<file path="config.mk">
export PLATFORM = sky130hd
export DESIGN_NAME = shared_buffer_multi_queue_core
export DESIGN_NICKNAME = d
export VERILOG_FILES = /design/src/rtl/sbmq_pkg.sv /design/src/rtl/sbmq_front.sv /design/src/rtl/sbmq_back.sv /design/src/rtl/shared_buffer_multi_queue_core.sv
export SDC_FILE = /design/constraint.sdc
export NUM_CORES = 1
export LEC_CHECK = 0
export BUFFER_PORTS_ARGS = -buffer_cell sky130_fd_sc_hd__buf_4
export CAP_MARGIN = 10
export CORE_MARGIN = 2
export CORE_UTILIZATION = 62
export DETAILED_ROUTE_END_ITERATION = 12
export PLACE_DENSITY = 0.91
export SKIP_LAST_GASP = 1
export SYNTH_ARGS = -nofsm -noshare
export SYNTH_HDL_FRONTEND = slang
export SYNTH_SLANG_ARGS = --single-unit
</file>
<file path="constraint.sdc">
create_clock -name aclk -period 4.8 [get_ports aclk]
set_input_delay 0.48 -clock aclk [delete_from_list [all_inputs] [get_ports aclk]]
set_output_delay 0.48 -clock aclk [all_outputs]
set_load 0.1 [all_outputs]
</file>
<file path="src/rtl/sbmq_pkg.sv">
// ----------------------------------------------------------------------------
// sbmq_pkg: shared definitions for the shared-buffer multi-queue core
// Status codes, operation codes and the record passed from front to back.
// ----------------------------------------------------------------------------
`default_nettype none
package sbmq_pkg;
    localparam int KIND_W   = 1;
    localparam int QID_W    = 2;
    localparam int IO_W     = 32;
    localparam int STATUS_W = 2;

    typedef enum logic [KIND_W-1:0] {
        OP_ENQ = 1'b0,
        OP_DEQ = 1'b1
    } op_t;

    typedef enum logic [STATUS_W-1:0] {
        ST_OK        = 2'd0,
        ST_OVERFLOW  = 2'd1,
        ST_UNDERFLOW = 2'd2
    } status_t;

    typedef struct packed {
        op_t              op;
        logic             qid_ok;
        logic [QID_W-1:0] qid;
        logic [IO_W-1:0]  data;
    } cmd_t;
endpackage
`default_nettype wire

</file>
<file path="src/rtl/sbmq_front.sv">
// ----------------------------------------------------------------------------
// sbmq_front: command intake and classification
// Accepts input transfers, checks the queue number and holds up to two
// commands for the back end.
// ----------------------------------------------------------------------------
`default_nettype none
module sbmq_front
    import sbmq_pkg::*;
#(
    parameter int QUEUES = 4
) (
    input  wire logic             aclk,
    input  wire logic             aresetn,
    input  wire logic             s_valid,
    output logic                  s_ready,
    input  wire logic [KIND_W-1:0] s_kind,
    input  wire logic [QID_W-1:0] s_queue_id,
    input  wire logic [IO_W-1:0]  s_data_in,
    output logic                  cmd_valid,
    input  wire logic             cmd_ready,
    output cmd_t                  cmd
);
    cmd_t       buf_reg [2];
    logic       wr_ptr_reg, rd_ptr_reg;
    logic [1:0] count_reg;
    cmd_t       in_cmd;
    logic       push, pop;

    always_comb begin
        in_cmd.op     = op_t'(s_kind);
        in_cmd.qid_ok = ({30'd0, s_queue_id} < 32'(QUEUES));
        in_cmd.qid    = s_queue_id;
        in_cmd.data   = s_data_in;
    end

    assign s_ready   = (count_reg != 2'd2);
    assign cmd_valid = (count_reg != 2'd0);
    assign cmd       = buf_reg[rd_ptr_reg];
    assign push      = s_valid && s_ready;
    assign pop       = cmd_valid && cmd_ready;

    always_ff @(posedge aclk) begin
        if (push) begin
            buf_reg[wr_ptr_reg] <= in_cmd;
        end
        if (!aresetn) begin
            wr_ptr_reg <= 1'b0;
            rd_ptr_reg <= 1'b0;
            count_reg  <= 2'd0;
        end else begin
            if (push) wr_ptr_reg <= !wr_ptr_reg;
            if (pop)  rd_ptr_reg <= !rd_ptr_reg;
            count_reg <= count_reg + {1'b0, push} - {1'b0, pop};
        end
    end

`ifndef SYNTHESIS
    a_no_overfill: assert property (@(posedge aclk) disable iff (!aresetn)
        count_reg == 2'd2 |-> !s_ready)
        else $error("front queue accepted while full");
    a_count_range: assert property (@(posedge aclk) disable iff (!aresetn)
        count_reg != 2'd3)
        else $error("front queue count out of range");
    a_pop_needs_data: assert property (@(posedge aclk) disable iff (!aresetn)
        pop |-> count_reg != 2'd0)
        else $error("front queue popped while empty");
`endif
endmodule
`default_nettype wire

</file>
<file path="src/rtl/sbmq_back.sv">
// ----------------------------------------------------------------------------
// sbmq_back: linked-list execution unit
// Reads the slot link and data in the read state, updates lists in the execute
// state and holds the result in an output register.
// ----------------------------------------------------------------------------
`default_nettype none
module sbmq_back
    import sbmq_pkg::*;
#(
    parameter int SLOTS      = 16,
    parameter int QUEUES     = 4,
    parameter int DATA_WIDTH = 32
) (
    input  wire logic                aclk,
    input  wire logic                aresetn,
    input  wire logic                cmd_valid,
    output logic                     cmd_ready,
    input  cmd_t                     cmd,
    output logic                     m_valid,
    input  wire logic                m_ready,
    output logic [IO_W-1:0]          m_data_out,
    output logic [STATUS_W-1:0]      m_status
);
    localparam int PW = $clog2(SLOTS + 1);
    localparam int SW = (SLOTS > 1) ? $clog2(SLOTS) : 1;
    localparam int QW = (QUEUES > 1) ? $clog2(QUEUES) : 1;
    localparam logic [PW-1:0] NIL = PW'(SLOTS);

    typedef enum logic [1:0] {
        S_READ = 2'b01,
        S_EXEC = 2'b10
    } state_t;

    state_t state_reg;
    logic [PW-1:0]         link_mem [SLOTS];
    logic [DATA_WIDTH-1:0] data_mem [SLOTS];
    logic [PW-1:0]         head_reg [QUEUES];
    logic [PW-1:0]         tail_reg [QUEUES];
    logic [PW-1:0]         free_reg;
    logic [PW-1:0]         fill_reg;   // slots from here up were never allocated
    logic [PW-1:0]         link_rd_reg;
    logic [DATA_WIDTH-1:0] data_rd_reg;
    logic [PW-1:0]         slot_reg;
    logic                  out_valid_reg;
    logic [IO_W-1:0]       out_data_reg;
    status_t               out_status_reg;

    logic [QW-1:0] q;
    logic [PW-1:0] slot, head_q, link_val;
    logic          do_enq, do_deq, fail, exec;

    assign q      = cmd.qid[QW-1:0];
    assign head_q = cmd.qid_ok ? head_reg[q] : NIL;
    assign slot   = (cmd.op == OP_ENQ) ? (cmd.qid_ok ? free_reg : NIL) : head_q;
    assign fail   = (slot >= NIL);
    assign exec   = (state_reg == S_EXEC) && (!out_valid_reg || m_ready);
    assign do_enq = exec && !fail && (cmd.op == OP_ENQ);
    assign do_deq = exec && !fail && (cmd.op == OP_DEQ);
    assign cmd_ready = exec;
    assign link_val  = (link_rd_reg > NIL) ? NIL : link_rd_reg;

    // Slots at or above the fill mark were never allocated, so their link is
    // taken as i+1 instead of being read from the link memory.
    always_ff @(posedge aclk) begin
        if (state_reg == S_READ && !fail) begin
            link_rd_reg <= (slot < fill_reg) ? link_mem[slot[SW-1:0]]
                                             : slot + PW'(1);
            data_rd_reg <= data_mem[slot[SW-1:0]];
            slot_reg    <= slot;
        end
        if (do_enq) begin
            data_mem[slot_reg[SW-1:0]] <= cmd.data[DATA_WIDTH-1:0];
            link_mem[slot_reg[SW-1:0]] <= NIL;
            if (head_reg[q] < NIL && tail_reg[q] < NIL) begin
                link_mem[tail_reg[q][SW-1:0]] <= slot_reg;
            end
        end
        if (do_deq) begin
            link_mem[slot_reg[SW-1:0]] <= free_reg;
        end
        if (exec) begin
            out_data_reg   <= (fail && cmd.op == OP_DEQ) ? IO_W'({DATA_WIDTH{1'b1}})
                            : (cmd.op == OP_DEQ) ? IO_W'(data_rd_reg) : '0;
            out_status_reg <= !fail ? ST_OK
                            : (cmd.op == OP_ENQ) ? ST_OVERFLOW : ST_UNDERFLOW;
        end
    end

    always_ff @(posedge aclk) begin
        if (!aresetn) begin
            state_reg     <= S_READ;
            out_valid_reg <= 1'b0;
            free_reg      <= '0;
            fill_reg      <= '0;
            for (int i = 0; i < QUEUES; i++) begin
                head_reg[i] <= NIL;
                tail_reg[i] <= NIL;
            end
        end else begin
            if (m_valid && m_ready) out_valid_reg <= 1'b0;
            case (state_reg)
                S_READ: if (cmd_valid) state_reg <= S_EXEC;
                S_EXEC: if (exec) begin
                    state_reg     <= S_READ;
                    out_valid_reg <= 1'b1;
                end
                default: state_reg <= S_READ;
            endcase
            if (do_enq) begin
                free_reg    <= link_val;
                if (head_reg[q] >= NIL) begin
                    head_reg[q] <= slot_reg;
                end
                tail_reg[q] <= slot_reg;
                if (slot_reg == fill_reg) begin
                    fill_reg <= fill_reg + PW'(1);
                end
            end
            if (do_deq) begin
                head_reg[q] <= link_val;
                free_reg    <= slot_reg;
            end
        end
    end

    assign m_valid    = out_valid_reg;
    assign m_data_out = out_data_reg;
    assign m_status   = out_status_reg;

`ifndef SYNTHESIS
    a_exec_slot_held: assert property (@(posedge aclk) disable iff (!aresetn)
        (state_reg == S_EXEC) && !exec |=> $stable(slot_reg))
        else $error("slot changed while execute stalled");
    a_one_hot_state: assert property (@(posedge aclk) disable iff (!aresetn)
        $onehot(state_reg))
        else $error("state not one-hot");
    a_hold_output: assert property (@(posedge aclk) disable iff (!aresetn)
        m_valid && !m_ready |=> m_valid && $stable(m_data_out))
        else $error("result dropped while stalled");
`endif
endmodule
`default_nettype wire

</file>
<file path="src/rtl/shared_buffer_multi_queue_core.sv">
// ----------------------------------------------------------------------------
// shared_buffer_multi_queue_core: several FIFO queues in one slot store
// Queues are linked chains of slots; unused slots form a linked free list.
// ----------------------------------------------------------------------------
// Channel  Direction  Handshake           Payload
// s_       in         s_valid / s_ready   s_kind, s_queue_id, s_data_in
// m_       out        m_valid / m_ready   m_data_out, m_status
//
// In the back end each operation first reads the slot link and data memories,
// then updates the lists and registers the result. The front end holds up to
// two commands, so input transfers can continue while the back end waits on
// m_ready until that buffer is full. Reset (aresetn low, synchronous) empties
// every queue and frees all slots at once through the fill mark; no clearing pass.
// ----------------------------------------------------------------------------
`default_nettype none
module shared_buffer_multi_queue_core
    import sbmq_pkg::*;
#(
    parameter int SLOTS      = 16,
    parameter int QUEUES     = 4,
    parameter int DATA_WIDTH = 32
) (
    input  wire logic                 aclk,
    input  wire logic                 aresetn,
    input  wire logic                 s_valid,
    output logic                      s_ready,
    input  wire logic [KIND_W-1:0]    s_kind,
    input  wire logic [QID_W-1:0]     s_queue_id,
    input  wire logic [IO_W-1:0]      s_data_in,
    output logic                      m_valid,
    input  wire logic                 m_ready,
    output logic [IO_W-1:0]           m_data_out,
    output logic [STATUS_W-1:0]       m_status
);
    // Commands between the intake and the execution unit.
    cmd_t cmd;
    logic cmd_valid, cmd_ready;

    sbmq_front #(.QUEUES(QUEUES)) u_front (
        .aclk, .aresetn, .s_valid, .s_ready, .s_kind, .s_queue_id, .s_data_in,
        .cmd_valid, .cmd_ready, .cmd
    );

    sbmq_back #(.SLOTS(SLOTS), .QUEUES(QUEUES), .DATA_WIDTH(DATA_WIDTH)) u_back (
        .aclk, .aresetn, .cmd_valid, .cmd_ready, .cmd,
        .m_valid, .m_ready, .m_data_out, .m_status
    );
endmodule
`default_nettype wire
</file>
### Word level (Yosys, flattened, before mapping)

Memory sizes are Yosys's and may differ from the RTL's. A register that Yosys moved wholly into a read port is not among the register bits.
Index checks and enable logic that the tools add are counted.

| cells by class | value |
|---|---|
| bitwise gates (word level) | 3 |
| add/subtract/negate cells | 4 |
| multiplexer cells | 43 |
| magnitude comparators | 6 |
| reduce and logical (&&, ||, !) cells | 21 |
| equal/unequal tests | 6 |

Operators by type and width:

| kind | number |
|---|---|
| $mux 5 | 11 |
| $mux 32 | 1 |
| $mux 1 | 25 |
| $add 5x1->5 const B | 2 |
| $ge 5x5->1 const B | 2 |
| $logic_and 1x1->1 | 10 |
| $lt 5x5->1 const B | 2 |
| $mux 2 | 5 |
| $reduce_or 5->1 | 2 |
| $eq 5x5->1 | 1 |
| $gt 5x5->1 const B | 1 |
| $lt 5x5->1 | 1 |
| $logic_not 1->1 | 4 |
| $ne 2x2->1 const B | 2 |
| $pmux 2 s2 | 1 |
| $reduce_and 2->1 | 2 |
| $reduce_bool 2->1 | 2 |
| $add 2x1->2 | 1 |
| $eq 2x1->1 const B | 1 |
| $eq 2x2->1 const B | 1 |
| $ne 2x1->1 const B | 1 |
| $or 1x1->1 | 2 |
| $sub 2x1->2 | 1 |
| $logic_or 1x1->1 | 1 |
| $not 1->1 | 1 |

| storage, ports and cells | value |
|---|---|
| flip-flop bits (word level) | 61 |
| input bits | 39 |
| memory bits (writable) | 702 |
| memories kept | 5 |

Memory list:

| name | depth | bits a word | rd ports | clocked after memory_dff | wr ports | line | RTL |
|---|---|---|---|---|---|---|---|
| u_back.data_mem | 16 | 32 | 1 | 1 | 1 | sbmq_back.sv:36 | `logic [DATA_WIDTH-1:0] data_mem [SLOTS];` |
| u_back.link_mem | 16 | 5 | 1 | 0 | 2 | sbmq_back.sv:35 | `logic [PW-1:0] link_mem [SLOTS];` |
| u_front.buf_reg | 2 | 35 | 1 | 1 | 1 | sbmq_front.sv:23 | `cmd_t buf_reg [2];` |
| u_back.head_reg | 4 | 5 | 1 | 0 | 4 | sbmq_back.sv:37 | `logic [PW-1:0] head_reg [QUEUES];` |
| u_back.tail_reg | 4 | 5 | 1 | 0 | 4 | sbmq_back.sv:38 | `logic [PW-1:0] tail_reg [QUEUES];` |

### Longest topological paths before layout

An unclocked memory read counts as a cell.

| depth | value |
|---|---|
| word-level depth | 13 |
| depth in mapped cells | 15 |
| mapped depth without buffers | 11 |

### Modules after synthesis

Synthesis repeated with hierarchy kept, for this count alone.

| second synthesis, totals | value |
|---|---|
| cells, all modules | 2,375 |
| area, all modules | 32,775.2 um^2 |

By module, submodules not included:

| module | area an instance (um^2) | instances | cells an instance |
|---|---|---|---|
| sbmq_back | 29,976.2 | 1 | 2,234 |
| sbmq_front | 2,798.9 | 1 | 141 |

### Worst setup path before layout

No wires, ideal clock.

| timing path | value |
|---|---|
| kind | flip-flop to flip-flop |
| start | memory u_front.buf_reg[0][32] (netlist name) |
| end | memory u_back.data_mem[12][0] (enable) |
| setup slack | 0.752 ns |
| path buffers | 3 |
| arrival | 3.627 ns |
| cell stages (with the launch flop) | 12 |
| path through | edfxtp_1 -> buf_2 -> mux2_4 -> clkbuf_1 -> nor2_1 -> o32ai_1 -> clkbuf_1 -> a21o_1 -> or2_2 -> inv_1 -> nand3_1 -> nor2_1 |

RTL lines:

| element | line |
|---|---|
| from (decl) | sbmq_front.sv:23 |
| to (decl) | sbmq_back.sv:36 |

==> impl_results.md <==
* Critical path class: reg2reg
* Combinational share of power at 0.106
* Post-Synth Simple-Gate Area at 0.102
* Worst min path class: in2reg
* Post_cts resized at 0
* Die width at 233 um
* Async S/R FF share, synth at 0
* Crit path capture type: flip-flop
* Hold Vio Cnt, Final at 0
* DP HPWL at between 40 and 50 mm
* Worst hold path stage count at 1
* Clock Root Buffer: clkbuf_16
* # Post-CTS Setup Buffers at 0
* Final core utilization at 0.692
* XOR/XNOR Fraction of Synth Area at 0.00403
* Total Nets Final at roughly 2400
* Distinct cell type count after synthesis at 64
* Final wirelength at 84.3 mm
* Mux contribution to synthesized area at 0.0424
* Psw at about 3800 uW
* Reg2reg end: u_back.link_rd_reg[2]
* Hold Path Sink: u_front.buf_reg[0][11]
* Status: completed
* Hold buffer count at CTS at 0
* Pint at approximately 11000 uW
* Final Setup Violations at 0
* Layout cells sized above 1 at 0.128
* Cts bufs inserted at 78
* Max FFs per register at 512
* Period utilization at 0.881
* CTS H-tree depth at 3
* Slew @ Worst Pin at approximately 1200 ps
* Crit-path max FO at 25
* Antenna Cells at 0
* Syn avg cell area at 14.4 sq um
* Area grow syn2layout at 11.0%
* Finished Cell Area at 36200 sq um
* Synth warnings at 0
* Via density at 7.09
* Reg-to-reg setup timing slack at ~570 ps
* CTS Buffer Depth at 3
* Rows at 84
* Slowest Stage Delay on Critical Path at 900 ps
* Area fraction in compound gates after synthesis at 0.0957
* Slew headroom at 0.177
* Worst EP arrival at approximately 4700 ps
* Adder-Cell Fraction of Synth Area at 0.00307
* Chip Height at roughly 230 um
* Seq/Total Area, Yosys at 0.728
* TritonCTS clock tree: yes
* Worst skew pair latency at between 600 and 700 ps
* Most common flop cell mapped by yosys: edfxtp_1
* Gr usage total at 0.310
* Via total after detailed routing at 21619
* Max-cap violations at 0
* Fin crit period at 4230 ps
* Post-route DRC at 0
* TNS Setup at 0 ps
* GPL Wtd Cong at 0.936
* Input/output buffers at 74
* Crit start category: flip-flop
* Final-report max-slew violation count at 0
* Clk_skew at 29.1 ps
* Switching Share at 0.251
* DRT iter0 DRCs at approximately 3500
* Flop pwr share at 0.525
* Core area at 52200 sq um
* Leakage at 0.0125 uW
* Cell count of the worst reg-to-reg path at 10
* VDD IR-drop max at ~0.32 mV
* Synth Cell Area at 32600 sq um
* Drt first pass iters at 6
* Initial antenna violation count at 0
* Slowest CP cell: mux2i_4
* Initial Util at 0.624
* Antenna viol nets, final at 0
* Critical path required time at 5290 ps
* Net Count, Synth at 2316
* Number of global-route vias before repair at 21517
* RSZ-0062 raised after global routing: no
* Global-route wire length before repair at between 100 and 150 mm
* Largest net degree at the start of global routing at 161
* Placed inst area at roughly 34000 sq um
* Register bit count reported by yosys at 796
* Post-synth EDFFs at 778
* Hold path startpoint: s_data_in[11]
* Congestion Overflow GR at 0
* Clk pwr share at 0.369
* Worst path cell trace: mux2i_4, nand2_1, o31a_2, inv_2, ha_1, o21a_1, a2111oi_0, nor3_1, a211oi_1, a211o_1
* Full die area at about 54000 sq um
* Sink Count at between 700 and 800
* I/O Pins at between 70 and 80
* Routed len/inst at 27.6 um
* Cells after synthesis at 2269
* FMAX at 0.236 GHz
* PwrDens at 422 nW/um^2
* CTS clk-pin slew, worst paths at 60 ps
* Main combinational cell family by area after synthesis: simple AND/OR/NAND/NOR gates
-- worst max path at each step --
stage          depth (start not counted)  slack (ps)                     end
3_3_place_gp                          10        1020   u_back.link_rd_reg[2]
3_5_place_dp                           9         790   u_back.head_reg[1][3]
4_1_cts                               10         680  u_back.data_rd_reg[15]
2_1_floorplan                         11         750  u_back.data_mem[12][0]
5_1_grt                               10         390  u_back.data_rd_reg[15]
6_report                              10         570   u_back.link_rd_reg[2]
-- cell usage in the layout, fill, tap and decap left out, types with 15 or more instances in the layout --
cell type  instances
buf_4            113
clkbuf_1          21
a2111oi_0         44
nor2_4            19
edfxtp_1         778
a211oi_1          68
nand2_1          354
and3_1           138
nor2b_1           16
mux2_2            34
o21a_1            48
a221o_1           33
nand2b_1          15
clkbuf_16         79
nor2_1            99
nand3_1           20
mux2i_1           79
a2111oi_1         17
inv_1             19
a31oi_1           72
and2_1            16
o21ai_0           69
dfxtp_1           17
-- synth_stat cells (all sizes together) (48+ instances only) --
| cell | count | area, sq um |
|---|---|---|
| nor2 | 118 | 445 |
| clkbuf | 101 | 379 |
| o21a | 48 | 360 |
| nand2 | 355 | 1330 |
| buf | 59 | 333 |
| a211oi | 68 | 510 |
| a2111oi | 65 | 616 |
| and3 | 139 | 870 |
| mux2i | 80 | 805 |
| edfxtp | 778 | 23400 |
| o21ai | 69 | 345 |
| a31oi | 72 | 450 |
-- worst max-delay path, delay by kind of cell, from the launching register on --
kind / cells / cell delay [ps]
simple gates: 2 / 440
flops: 1 / 550
fa+ha+maj: 1 / 320
compound gates: 5 / 1530
mux: 1 / 900
buf+inv: 1 / 360
-- layer usage --
metal  share of wire  vias up  GRT usage
met3            0.13      442     0.0763
li1                -     8803          -
met1            0.33    10351      0.387
met5               0        -          0
met4           0.058        0      0.172
met2            0.48     2023      0.502
-- power by group through the flow --
stage          Clock [uW]  Sequential, uW  Combinational (uW)
2_1_floorplan           0            8140                1020
3_3_place_gp            0            8140                1450
3_5_place_dp            0            8150                1530
4_1_cts              5640            8010                1560
5_1_grt              5890            8020                1690
6_report             5640            8020                1610
-- cells by family (layout without fill, tap and decap cells) --
group                    after synthesis  in the layout
AND/OR/NAND/NOR                      724            724
AO/OA/AOI/OAI                        419            419
XOR/XNOR                              15             15
multiplexers                         123            123
flip-flops                           796            796
buffers and inverters                184            276
adder cells (fa/ha/maj)                8              8
-- cell type report --
| type | instances | area (sq um) |
|---|---|---|
| Tap cell | 688 | 861 |
| Clock buffer | 100 | 2060 |
| Inverter | 24 | 95.1 |
| Clock inverter | 33 | 209 |
| Multi-Input combinational cell | 1289 | 8250 |
| Sequential cell | 796 | 23700 |
| Timing Repair Buffer | 119 | 968 |
| Fill cell | 2998 | 16100 |
-- stage by stage --
stage | instances | total power [uW] | worst slack [ps] | hold slack [ps]
after CTS | 3049 | 15200 | 677 | 15.2
final | 3049 | 15300 | 571 | 29.6
after global placement | 2916 | 9590 | 1020 | 497
after global routing | 3049 | 15600 | 390 | 19.8
after floorplan | 2269 | 9160 | 752 | 479
after detailed placement | 2916 | 9680 | 792 | 526
No activity file was read; power rests on OpenSTA's default activity.
